**config.mk**
```make
export PLATFORM = sky130hd
export DESIGN_NAME = channel_quality_ranker
export DESIGN_NICKNAME = d
export VERILOG_FILES = /design/src/hw/rtl/cqr_pkg.sv /design/src/hw/rtl/cqr_store.sv /design/src/hw/rtl/channel_quality_ranker.sv
export SDC_FILE = /design/constraint.sdc
export NUM_CORES = 2
export LEC_CHECK = 0
export ABC_AREA = 1
export BUFFER_PORTS_ARGS = -buffer_cell sky130_fd_sc_hd__buf_4
export CAP_MARGIN = 10
export CORE_MARGIN = 2
export CORE_UTILIZATION = 30
export DETAILED_ROUTE_END_ITERATION = 7
export HOLD_SLACK_MARGIN = 0.05
export SLEW_MARGIN = 0
export SYNTH_ARGS = -nofsm -noshare
export SYNTH_HDL_FRONTEND = slang
export SYNTH_SLANG_ARGS = --single-unit
```
**constraint.sdc**
```tcl
create_clock -name clk -period 13.13 [get_ports clk]
set_input_delay 0.6565 -clock clk [delete_from_list [all_inputs] [get_ports clk]]
set_output_delay 0.6565 -clock clk [all_outputs]
set_load 0.01 [all_outputs]
```
**src/hw/rtl/cqr_pkg.sv**
```systemverilog
package cqr_pkg;

  localparam int MAX_ENTRIES_DEF = 16;

  localparam int CHAN_W  = 8;
  localparam int BUSY_W  = 18;
  localparam int VISIT_W = 8;
  localparam int FLOOR_W = 8;
  localparam int PCT_W   = 7;
  localparam int RCNT_W  = 5;
  localparam int STAT_W  = 2;
  localparam int CFG_IDX_W  = 4;
  localparam int CFG_DATA_W = 18;

  localparam logic [VISIT_W-1:0] VISIT_MAX = '1;

  // Register indexes of the configuration port.
  localparam logic [CFG_IDX_W-1:0] REG_HOME_CHANNEL = 4'd0;
  localparam logic [CFG_IDX_W-1:0] REG_RANK_VISITS  = 4'd1;
  localparam logic [CFG_IDX_W-1:0] REG_LEAVE_MARGIN = 4'd2;
  localparam logic [CFG_IDX_W-1:0] REG_BLOCK_LEVEL  = 4'd3;

  // Item kinds.
  localparam logic CMD_REGISTER = 1'b0;
  localparam logic CMD_SAMPLE   = 1'b1;

  // Result status codes.
  localparam logic [STAT_W-1:0] ST_OK        = 2'd0;
  localparam logic [STAT_W-1:0] ST_DUPLICATE = 2'd1;
  localparam logic [STAT_W-1:0] ST_FULL      = 2'd2;
  localparam logic [STAT_W-1:0] ST_UNKNOWN   = 2'd3;

  // One table entry as held in the memory.
  typedef struct packed {
    logic [CHAN_W-1:0]         channel;
    logic [BUSY_W-1:0]         busy;
    logic [VISIT_W-1:0]        visits;
    logic                      floor_seen;
    logic signed [FLOOR_W-1:0] floor_lvl;
    logic                      pct_seen;
    logic [PCT_W-1:0]          pct;
  } rec_t;

  // Port controls of the entry store.
  typedef struct packed {
    logic rd_en;
    logic wr_en;
  } mem_ctl_t;

endpackage

```
**src/hw/rtl/cqr_store.sv**
```systemverilog
module cqr_store import cqr_pkg::*; #(
  parameter int MAX_ENTRIES = MAX_ENTRIES_DEF,
  localparam int AW = $clog2(MAX_ENTRIES)
) (
  input  logic          clk,
  input  logic          rst,
  input  mem_ctl_t      ctl,
  input  logic [AW-1:0] rd_addr,
  input  logic [AW-1:0] wr_addr,
  input  rec_t          wr_rec,
  output rec_t          rd_rec
);

  rec_t mem [MAX_ENTRIES];
  rec_t rd_raw;
  logic rd_zero;
  // The home entry starts with clear statistics; the others are always
  // written when they join the table.
  logic home_init;

  always_ff @(posedge clk) begin
    if (ctl.wr_en) begin
      mem[wr_addr] <= wr_rec;
    end
    if (ctl.rd_en) begin
      rd_raw <= mem[rd_addr];
    end
  end

  always_ff @(posedge clk) begin
    if (rst) begin
      home_init <= 1'b0;
      rd_zero   <= 1'b0;
    end else begin
      if (ctl.wr_en && wr_addr == '0) begin
        home_init <= 1'b1;
      end
      if (ctl.rd_en) begin
        rd_zero <= (rd_addr == '0) && !home_init;
      end
    end
  end

  always_comb begin
    rd_rec = rd_raw;
    if (rd_zero) begin
      rd_rec            = '0;
      rd_rec.channel    = rd_raw.channel;
    end
  end

endmodule

```
**src/hw/rtl/channel_quality_ranker.sv**
```systemverilog
// Channel quality ranker.
// Items arrive on the s_ stream: tuser carries the kind (register a
// candidate or add a sample), tdata the channel and the sample counts.
// Every accepted beat yields exactly one result beat on the m_ stream with
// the proposed channel, the number of ranked entries and a status in tuser.
// Registers are written through cfg_we / cfg_index / cfg_data; the user must
// write them only while no item is in flight, as the block does not enforce it.
// All entry state sits in one single-port-read memory. An item first scans
// the table for its channel (stops at the first match), writes the new or
// updated entry where there is one, then scans every entry again to rank
// them, as the memory gives one read per cycle. A new beat is taken only
// once the result of the last one has gone into the output register.
// Reset leaves only the home entry in the table with clear statistics and
// loads the register defaults. A stalled receiver holds the result in the
// output register; the next beat is still accepted, and its result waits
// until the earlier one has been taken.
module channel_quality_ranker import cqr_pkg::*; #(
  parameter int MAX_ENTRIES = MAX_ENTRIES_DEF
) (
  input  logic                  clk,
  input  logic                  rst,
  input  logic                  cfg_we,
  input  logic [CFG_IDX_W-1:0]  cfg_index,
  input  logic [CFG_DATA_W-1:0] cfg_data,
  input  logic                  s_tvalid,
  output logic                  s_tready,
  // channel[7:0], cca_count[23:8], own_count[39:24], false_alarm_count[55:40],
  // foreign_count[71:56], floor_ok[72], floor_level[80:73], pct_ok[81],
  // busy_percent[88:82], zero pad[95:89]
  input  logic [95:0]           s_tdata,
  // cmd[0]
  input  logic                  s_tuser,
  output logic                  m_tvalid,
  input  logic                  m_tready,
  // proposed_channel[7:0], ranked_count[12:8], zero pad[15:13]
  output logic [15:0]           m_tdata,
  // status[1:0]
  output logic [STAT_W-1:0]     m_tuser
);

  localparam int AW = $clog2(MAX_ENTRIES);
  localparam int CW = $clog2(MAX_ENTRIES + 1);

  typedef enum logic [2:0] {
    ST_IDLE, ST_FIND, ST_UPDATE, ST_RSTART, ST_RANK, ST_DECIDE
  } state_t;

  state_t state;

  // Configuration.
  logic [CHAN_W-1:0]     home_channel;
  logic [VISIT_W-1:0]    rank_visits;
  logic [BUSY_W-1:0]     leave_margin;
  logic [PCT_W-1:0]      block_level;

  // Item held for the duration of its work.
  logic                  it_cmd;
  logic [CHAN_W-1:0]     it_chan;
  logic [15:0]           it_cca;
  logic [15:0]           it_own;
  logic [15:0]           it_fa;
  logic [15:0]           it_fr;
  logic                  it_fok;
  logic signed [FLOOR_W-1:0] it_flv;
  logic                  it_pok;
  logic [PCT_W-1:0]      it_pct;

  logic [CW-1:0]         entry_count;
  logic [AW-1:0]         chk_idx;
  logic                  found;
  logic [AW-1:0]         found_idx;
  rec_t                  found_rec;
  logic [STAT_W-1:0]     status;
  logic [CW-1:0]         n_ranked;
  logic                  have_best;
  rec_t                  best_rec;
  logic [CHAN_W-1:0]     best_chan;
  logic                  have_home;
  rec_t                  home_rec;

  logic [CHAN_W-1:0]     out_prop;
  logic [RCNT_W-1:0]     out_cnt;
  logic [STAT_W-1:0]     out_status;

  mem_ctl_t              mctl;
  logic [AW-1:0]         rd_addr;
  logic [AW-1:0]         wr_addr;
  rec_t                  wr_rec;
  rec_t                  rd_rec;

  logic                  accept;
  logic                  last_idx;
  logic [CHAN_W-1:0]     cur_chan;
  logic                  cur_ranked;
  logic                  table_full;
  logic [15:0]           diff;
  logic [BUSY_W-1:0]     busy_new;
  rec_t                  upd_rec;
  rec_t                  new_rec;
  logic                  out_free;
  logic [CHAN_W-1:0]     prop;
  logic [BUSY_W:0]       best_plus;

  function automatic logic blocked(rec_t r, logic [PCT_W-1:0] bp);
    return r.pct_seen && (r.pct >= bp);
  endfunction

  // True when entry a ranks strictly ahead of entry b.
  function automatic logic precedes(rec_t a, rec_t b, logic [PCT_W-1:0] bp);
    logic ab;
    logic bb;
    ab = blocked(a, bp);
    bb = blocked(b, bp);
    if (ab != bb) return !ab;
    if (ab && a.pct != b.pct) return a.pct < b.pct;
    if (a.busy != b.busy) return a.busy < b.busy;
    if (a.floor_seen != b.floor_seen) return a.floor_seen;
    if (a.floor_seen && a.floor_lvl != b.floor_lvl)
      return $signed(a.floor_lvl) < $signed(b.floor_lvl);
    return 1'b0;
  endfunction

  assign accept     = s_tvalid && s_tready;
  assign s_tready   = (state == ST_IDLE);
  assign last_idx   = (CW'(chk_idx) == entry_count - CW'(1));
  assign cur_chan   = (chk_idx == '0) ? home_channel : rd_rec.channel;
  assign cur_ranked = (rd_rec.visits >= rank_visits);
  assign table_full = (entry_count == CW'(MAX_ENTRIES));
  assign out_free   = !m_tvalid || m_tready;

  // Sample arithmetic and the entry as it will be written back.
  always_comb begin
    diff     = (it_cca > it_own) ? (it_cca - it_own) : 16'd0;
    busy_new = BUSY_W'(diff) + BUSY_W'(it_fa) + BUSY_W'(it_fr);
    upd_rec  = found_rec;
    if (found_rec.visits == '0 || busy_new > found_rec.busy) begin
      upd_rec.busy = busy_new;
    end
    if (found_rec.visits != VISIT_MAX) begin
      upd_rec.visits = found_rec.visits + VISIT_W'(1);
    end
    if (it_fok && (!found_rec.floor_seen ||
                   $signed(it_flv) > $signed(found_rec.floor_lvl))) begin
      upd_rec.floor_seen = 1'b1;
      upd_rec.floor_lvl  = it_flv;
    end
    if (it_pok && (!found_rec.pct_seen || it_pct > found_rec.pct)) begin
      upd_rec.pct_seen = 1'b1;
      upd_rec.pct      = it_pct;
    end
    new_rec         = '0;
    new_rec.channel = it_chan;
  end

  // Memory port drive.
  always_comb begin
    mctl.rd_en = 1'b0;
    mctl.wr_en = 1'b0;
    rd_addr    = chk_idx + AW'(1);
    wr_addr    = (it_cmd == CMD_SAMPLE) ? found_idx : entry_count[AW-1:0];
    wr_rec     = (it_cmd == CMD_SAMPLE) ? upd_rec : new_rec;
    unique case (state)
      ST_IDLE: begin
        mctl.rd_en = accept;
        rd_addr    = '0;
      end
      ST_FIND, ST_RANK: begin
        mctl.rd_en = 1'b1;
      end
      ST_RSTART: begin
        mctl.rd_en = 1'b1;
        rd_addr    = '0;
      end
      ST_UPDATE: begin
        mctl.wr_en = (it_cmd == CMD_SAMPLE) ? found : (!found && !table_full);
      end
      default: begin
      end
    endcase
  end

  // Home margin rule.
  always_comb begin
    best_plus = (BUSY_W+1)'(best_rec.busy) + (BUSY_W+1)'(leave_margin);
    if (!have_best) begin
      prop = home_channel;
    end else if (best_chan == home_channel || leave_margin == '0 || !have_home) begin
      prop = best_chan;
    end else if (blocked(home_rec, block_level) && !blocked(best_rec, block_level)) begin
      prop = best_chan;
    end else if (best_plus <= (BUSY_W+1)'(home_rec.busy)) begin
      prop = best_chan;
    end else begin
      prop = home_channel;
    end
  end

  cqr_store #(
    .MAX_ENTRIES(MAX_ENTRIES)
  ) u_store (
    .clk     (clk),
    .rst     (rst),
    .ctl     (mctl),
    .rd_addr (rd_addr),
    .wr_addr (wr_addr),
    .wr_rec  (wr_rec),
    .rd_rec  (rd_rec)
  );

  always_ff @(posedge clk) begin
    if (rst) begin
      state        <= ST_IDLE;
      home_channel <= '0;
      rank_visits  <= VISIT_W'(1);
      leave_margin <= '0;
      block_level  <= PCT_W'(100);
      entry_count  <= CW'(1);
      m_tvalid     <= 1'b0;
    end else begin
      if (cfg_we) begin
        case (cfg_index)
          REG_HOME_CHANNEL: home_channel <= cfg_data[CHAN_W-1:0];
          REG_RANK_VISITS:  rank_visits  <= cfg_data[VISIT_W-1:0];
          REG_LEAVE_MARGIN: leave_margin <= cfg_data[BUSY_W-1:0];
          REG_BLOCK_LEVEL:  block_level  <= cfg_data[PCT_W-1:0];
          default: begin
          end
        endcase
      end
      // The decision step raises valid itself when it hands over a beat.
      if (m_tvalid && m_tready && state != ST_DECIDE) begin
        m_tvalid <= 1'b0;
      end
      unique case (state)
        ST_IDLE: begin
          if (accept) begin
            it_cmd  <= s_tuser;
            it_chan <= s_tdata[7:0];
            it_cca  <= s_tdata[23:8];
            it_own  <= s_tdata[39:24];
            it_fa   <= s_tdata[55:40];
            it_fr   <= s_tdata[71:56];
            it_fok  <= s_tdata[72];
            it_flv  <= s_tdata[80:73];
            it_pok  <= s_tdata[81];
            it_pct  <= s_tdata[88:82];
            chk_idx <= '0;
            found   <= 1'b0;
            state   <= ST_FIND;
          end
        end
        ST_FIND: begin
          chk_idx <= chk_idx + AW'(1);
          if (cur_chan == it_chan) begin
            found     <= 1'b1;
            found_idx <= chk_idx;
            found_rec <= rd_rec;
            state     <= ST_UPDATE;
          end else if (last_idx) begin
            state <= ST_UPDATE;
          end
        end
        ST_UPDATE: begin
          status <= ST_OK;
          if (it_cmd == CMD_REGISTER) begin
            if (found) begin
              status <= ST_DUPLICATE;
            end else if (table_full) begin
              status <= ST_FULL;
            end else begin
              entry_count <= entry_count + CW'(1);
            end
          end else if (!found) begin
            status <= ST_UNKNOWN;
          end
          state <= ST_RSTART;
        end
        ST_RSTART: begin
          chk_idx   <= '0;
          n_ranked  <= '0;
          have_best <= 1'b0;
          have_home <= 1'b0;
          state     <= ST_RANK;
        end
        ST_RANK: begin
          chk_idx <= chk_idx + AW'(1);
          if (cur_ranked) begin
            n_ranked <= n_ranked + CW'(1);
            if (!have_best || precedes(rd_rec, best_rec, block_level)) begin
              have_best <= 1'b1;
              best_rec  <= rd_rec;
              best_chan <= cur_chan;
            end
            if (cur_chan == home_channel &&
                (!have_home || precedes(rd_rec, home_rec, block_level))) begin
              have_home <= 1'b1;
              home_rec  <= rd_rec;
            end
          end
          if (last_idx) begin
            state <= ST_DECIDE;
          end
        end
        ST_DECIDE: begin
          if (out_free) begin
            m_tvalid   <= 1'b1;
            out_prop   <= prop;
            out_cnt    <= RCNT_W'(n_ranked);
            out_status <= status;
            state      <= ST_IDLE;
          end
        end
        default: begin
          state <= ST_IDLE;
        end
      endcase
    end
  end

  assign m_tdata = {3'b000, out_cnt, out_prop};
  assign m_tuser = out_status;

  a_entry_count_range: assert property (@(posedge clk) disable iff (rst)
    (entry_count >= CW'(1)) && (entry_count <= CW'(MAX_ENTRIES)))
    else $error("entry count out of range");

  a_one_item_at_a_time: assert property (@(posedge clk) disable iff (rst)
    accept |=> !s_tready)
    else $error("second beat taken while an item is at work");

  a_result_from_decide: assert property (@(posedge clk) disable iff (rst)
    $rose(m_tvalid) |-> $past(state == ST_DECIDE))
    else $error("result raised outside the decision step");

endmodule

```
Word level (Yosys, flattened, before mapping)
Memory sizes are Yosys's and may differ from the RTL's. A register that Yosys moved wholly into a read port is not among the register bits.
Index checks and enable logic that the tools add are counted.
{"block": "op_classes", "addsub": 9, "n_mul": 0, "div": 0, "order_cmp": 15, "n_eq_ne": 33, "shifts": 0, "muxes": 137, "bitwise_logic": 4, "reduce_logical": 65}
{"operator": "2-to-1 mux 1 bit", "count": 105}
{"operator": "2-to-1 mux 8 bit", "count": 7}
{"operator": "2-to-1 mux 51 bit", "count": 1}
{"operator": "2-to-1 mux 43 bit", "count": 1}
{"operator": "less-than comparator 18 bit", "count": 2}
{"operator": "inequality test 18 bit", "count": 2}
{"operator": "AND reduction 4 bit", "count": 7}
{"operator": "== test 8 bit", "count": 3}
{"operator": "greater-or-equal comparator 7 bit", "count": 3}
{"operator": "adder 18 x 18 -> 19 bit", "count": 1}
{"operator": "<= comparator 19 x 18 -> 1 bit", "count": 1}
{"operator": "adder 17 x 16 -> 18 bit", "count": 1}
{"operator": "greater-than comparator 18 bit", "count": 1}
{"operator": "logical NOT 18 bit", "count": 1}
{"operator": "2-to-1 mux 18 bit", "count": 1}
{"operator": "one-hot mux 3 bit (6 select lines)", "count": 1}
{"operator": "adder 16 x 16 -> 17 bit", "count": 1}
{"operator": "logical AND 1 bit", "count": 17}
{"operator": "greater-than comparator 16 bit", "count": 1}
{"operator": "logical NOT 4 bit", "count": 4}
{"operator": "less-than comparator 8 bit", "count": 2}
{"operator": "2-to-1 mux 16 bit", "count": 1}
{"operator": "inequality test 8 bit", "count": 2}
{"operator": "subtractor 16 bit", "count": 1}
{"operator": "other kinds (40)", "count": 96}
{"block": "word_totals", "register_bits": 304, "latch_bits": 0, "ramBits": 816, "mem_bits_ro": 0, "in_bits": 124, "output_inout_bits": 20, "wordCells": 311, "n_memories": 1}
{"name": "u_store.mem", "depth": 16, "word_bits": 51, "read_ports": 1, "rd_clocked_by_memory_dff": 1, "wr": 1, "line_no": "cqr_store.sv:14", "rtl": "rec_t mem [MAX_ENTRIES];"}

Logic depth before layout (Yosys ltp)
{"block": "depth", "depth_word": 43, "depth_mapped": 37, "mapped_depth_nobuf": 36}

Hierarchy
A second synthesis with hierarchy kept.
{"block": "unflattened", "hier_cells": 5534, "area_unflattened_um2": 55245.5}
{"mod": "cqr_store", "n_inst": 1, "cells_per_inst": 3668, "area_per_inst_um2": 37428.4, "seq_area_each_um2": 26075.0}
{"mod": "channel_quality_ranker", "n_inst": 1, "cells_per_inst": 1866, "area_per_inst_um2": 17817.1, "seq_area_each_um2": 8568.2}

Least setup slack after synthesis
OpenSTA, ideal clock, no wires.
{"block": "synth_path", "path_kind": "input to register", "start": "input rst", "end": "register it_cca[0] (enable)", "setup_ps": 649, "arrival_time_ps": 7035, "t_required_ps": 12481, "slack_ps": 5446, "cell_stages": 2, "path_buffers": 1, "cell_sequence": "clkbuf_1 nor3_1"}
{"block": "synth_between", "elab_chain_cells": 2}
{"element": "from (decl)", "line_no": "channel_quality_ranker.sv:21", "rtl": "input logic rst,"}
{"element": "inverter 1 bit (no line)"}
{"element": "AND reduction 3 bit (no line)"}
{"element": "to (signal assigned)", "line_no": "channel_quality_ranker.sv:239", "rtl": "it_cca <= s_tdata[23:8];"}
{"element": "to (decl)", "line_no": "channel_quality_ranker.sv:59", "rtl": "logic [15:0] it_cca;"}
Every way passes these cells.
A chain may end at the register's enable or synchronous reset.

==> results by stage <==
Logic synthesis:
- The synthesized design contains 1171 register bits.
- Summing every instance area after synthesis gives 0.0512 sq mm.
- Counting distinct cell types in the post-synthesis netlist gives 54.
- The largest total area in the synthesized netlist belongs to edfxtp_1.
- The proportion of synthesized chip area in sequential cells is 0.676.
- Of the post-synthesis cell area, the dominant cell type holds 0.656.
- In the synthesized netlist, the cells that appear most often are 1119 x edfxtp_1, 628 x nand2_1, 490 x nor2_1, 353 x inv_1, 308 x o21ai_0.
- The top flip-flop cell by instance count after synthesis is edfxtp_1.
- After technology mapping, the gate count stands at 4294.
- Yosys instantiated no cell more often than edfxtp_1.
- The number of warnings reported in the yosys synthesis log is 0.
- The count of flip-flops with a built-in enable after synthesis is 1119.
- After synthesis, the share of flip-flops with an asynchronous set or reset is 0.
- The average instance area after synthesis is 11.9 sq um.
- Yosys attributes the largest share of cell area to edfxtp_1 66%, ha_1 4.9%, nand2_1 4.6%.

Global routing:
- The number of global-route vias before repair is 32444.
- Entering global routing, the biggest net connects 155 pins.
- For this run, the total global-route usage over all layers was measured as 0.152.
- The initial antenna violation count is 4.
- The first global-routing pass estimated 202 mm of wire.
- The aggregate global routing overflow is 0.

Worst setup path:
- The highest net fanout along the worst path is 22.
- For the worst setup path, the data required time is 13.48 ns.
- The critical path capture point type is a flip-flop.
- Across all register-to-register paths, the minimum setup slack is 5.13 ns.
- The number of cell instances on the worst register-to-register path is 33.
- The worst setup path is launched from a flip-flop.
- In this design, the stage delay of the slowest critical-path cell is 0.90 ns.
- The critical path is of the reg2reg type.
- The largest individual stage delay along the critical path comes from the cell a211oi_2.
- The cell repeated most along the worst path is nand2_1.
- The worst register-to-register path begins at it_cca[0]$_DFFE_PP_.
- The endpoint arrival time on the critical path is 8.35 ns.
- The capturing point of the worst reg2reg path is u_store.mem[14][31]$_DFFE_PP_.

Routing:
- Summed over all layers, the routed wires come to 135 mm.
- Once detail routing completed, the nets flagged for antenna violations numbered 0.
- The violation count after the first detailed-routing iteration is 2983.
- The post-detailed-route via-to-cell ratio is 4.92.
- In the routed design, unresolved DRC markers number 0.
- Summed over all nets, wire length on met3 after detailed routing comes to 8.06 mm.
- The routed length on met2 is 65.9 mm.
- Signal routing reaches up to met4.
- The detailed router placed 33303 vias in this run.
- The total iterations of the first detailed-routing run is 6.
- The wire length per cell after detailed routing is 20.0 um.
- The detailed router put a total of 57.3 mm of wire on met1.

Cells and area:
- Measured on the finished design, the core utilization comes to 0.347.
- 0 antenna diodes ended up in the layout.
- With fillers left out, the area of the finished cells amounts to 0.0588 sq mm.
- Relative to the synthesized area, the layout overhead comes to 14.8%.
- In the final layout, the share of cells above drive strength 1 is 0.0944.
- The number of cells in the finished layout apart from fillers is 6764.
- The post-layout net count is 4801.

Placement:
- The placed instances occupy a cell area of 0.0549 sq mm.
- The wire-length estimate of the detail-placed layout is 76.5 mm.
- The post-placement cell count is 6531.
- The congestion estimate from routability-driven global placement came to 0.863.
- The number of buffers added on ports is 133.

STA:
- The maximum achievable frequency is 125 MHz.
- The transition time of the tightest slew-check pin is 1.25 ns.
- The final-report hold violation count is 0.
- For the final database, setup skew stands at 0.0497 ns.
- Summed over all failing endpoints, the final setup total negative slack is 0 ns.
- The final-report setup violation count is 0.
- The period utilization is 0.609.
- In this run the tightest slew margin relative to its limit is 0.167.
- The worst path needs 8.00 ns of the cycle, external delays included.
- The final number of max-transition violations came to 0.
- Setup repair after global routing left no endpoint under its margin.

Clocking:
- The tree is rooted in a clkbuf_16.
- The maximum clock path buffer count is 3.
- Clock-pin slew was measured on the worst setup and hold paths at 0.07 ns.
- The insertion delay to the later sink of the worst-skew pair is 0.75 ns.
- The H-tree was split into 3 levels.
- The number of buffers inserted during clock tree synthesis is 110.
- Clock tree synthesis found a total of 1171 sinks.
- TritonCTS built the clock tree.

Floorplan:
- The core footprint is 0.169 sq mm.
- The floorplan step defined a die boundary enclosing 0.174 sq mm.
- The row count is 151.
- For this configuration, the core starts out at a cell density of 0.302.
- The height of the die is 417 um.
- 144 I/O pins were placed.
- The die is 417 um wide.

Worst hold path:
- The tightest min-delay check is of the in2reg type.
- The startpoint identified for the worst hold timing path is s_tdata[54].
- Along the worst hold path, the cell count comes to 1.
- The worst hold path endpoint is it_fa[14]$_DFFE_PP_.

Power and ir drop:
- Of the total power, the clock network draws 0.295.
- For this design the static power due to leakage is 21.2 nW.
- The largest voltage drop on the vdd net is 0.188 mV.
- The internal power is 7.23 mW.
- The completed layout was analyzed and its total power is 11.0 mW.
- In this run the power density over the cells is 187 mW/mm^2.
- The portion of total power attributed to combinational logic is 0.287.
- For this design the total switching power over the nets is 3.75 mW.
- The fraction of power spent switching nets is 0.341.
- Of the total power, registers draw 0.419.

Run:
- Across the run, the number of max-cap violations was 0.

Run status:
- The flow ran to the end, and the final reports show no timing, DRC or antenna violations.
-- logic make-up after synthesis --
logic type                 synth area share
AOI/OAI and AO/OA                     0.101
xor gates and xnor gates             0.0101
adders and majority gates            0.0568
buffers and inverters                0.0438
DFF                                   0.676
other                             0.0000732
and+or+nand+nor                       0.111
-- metal layers --
metal  vias up  global-route usage
li1      15727                   -
met1     16400               0.198
met2       987               0.261
met3       189              0.0201
met4         0              0.0496
met5         -                   0
-- registers in the layout, indices dropped and copies added (netlist names), 7 cells and up --
register and cells:
it_fr 16, leave_margin 18, found_rec 51, it_pct 7, best_rec 35, it_flv 8, it_chan 8, block_level 7
u_store.mem 816, home_channel 8, best_chan 8, it_cca 16, out_prop 8, u_store.rd_raw 51, it_fa 16, rank_visits 8
it_own 16, home_rec 35
-- repair_timing --
item,4_1_cts,5_1_grt
resized for setup,0,0
setup buffers,0,0
hold buffers,25,0
hold endpoints to repair,25,0
setup endpoints to repair,0,0
-- per-stage QoR --
step | hold WS (ns) | setup WS (ns)
4_1_cts | 0.0500 | 5.09
3_5_place_dp | 0.421 | 5.14
2_1_floorplan | 0.400 | 5.45
5_1_grt | 0.0747 | 4.36
3_3_place_gp | 0.404 | 5.28
6_report | 0.0955 | 5.13
-- cell type report --
class	count	area, sq um
clock inverter	75	813
inverter	362	1370
sequential	1171	34600
fill	16483	111000
tap	2218	2780
multi-input combinational	2576	14500
clock buffer	127	2820
timing repair buffer	235	1860
-- critical path: cells and delay by family, from the launching register on --
family          cells  cell delay, ns
simple gates       15            2.12
fa+ha+maj           5            1.89
compound gates      6            1.83
buf+inv             6            1.07
flops               1            0.36
xor+xnor            1            0.32
-- layout by cell type (no fill, tap or decap), types with 9 or more instances in the layout --
master,n
o21ai_0,308
nor2_4,24
a31oi_1,97
edfxtp_1,1119
ha_1,202
nor2_1,469
o22ai_1,104
o21a_1,9
a21oi_1,201
clkinv_2,19
dfxtp_1,51
nor3_1,23
nor4_1,11
bufinv_16,13
buf_4,206
fa_1,19
xor2_1,33
nand2_1,628
xnor2_1,26
clkinv_1,26
clkbuf_1,17
nand4_1,30
inv_1,353
o21ai_1,34
o211ai_1,109
dlygate4sd3_1,25
nand3_1,179
clkbuf_16,110
-- worst max path at each step --
stage	startpoint	endpoint	slack, ns	depth (start not counted)
2_1_floorplan	rst	it_cca[0]$_DFFE_PP_	5.45	2
3_3_place_gp	it_cca[0]$_DFFE_PP_	u_store.mem[8][26]$_DFFE_PP_	5.28	33
3_5_place_dp	it_cca[0]$_DFFE_PP_	u_store.mem[9][26]$_DFFE_PP_	5.14	33
4_1_cts	it_cca[0]$_DFFE_PP_	u_store.mem[4][26]$_DFFE_PP_	5.09	33
5_1_grt	it_cca[0]$_DFFE_PP_	u_store.mem[15][31]$_DFFE_PP_	4.36	33
6_report	it_cca[0]$_DFFE_PP_	u_store.mem[14][31]$_DFFE_PP_	5.13	33
-- power groups by stage --
stage	sequential, mW	combinational (mW)	clock [mW]
after detailed placement	4.68	3.12	0
after CTS	4.60	3.14	3.29
after global placement	4.67	3.07	0
final	4.59	3.15	3.23
after global routing	4.61	3.52	3.42
after floorplan	4.65	2.10	0
(Power assumes the default switching activity.)
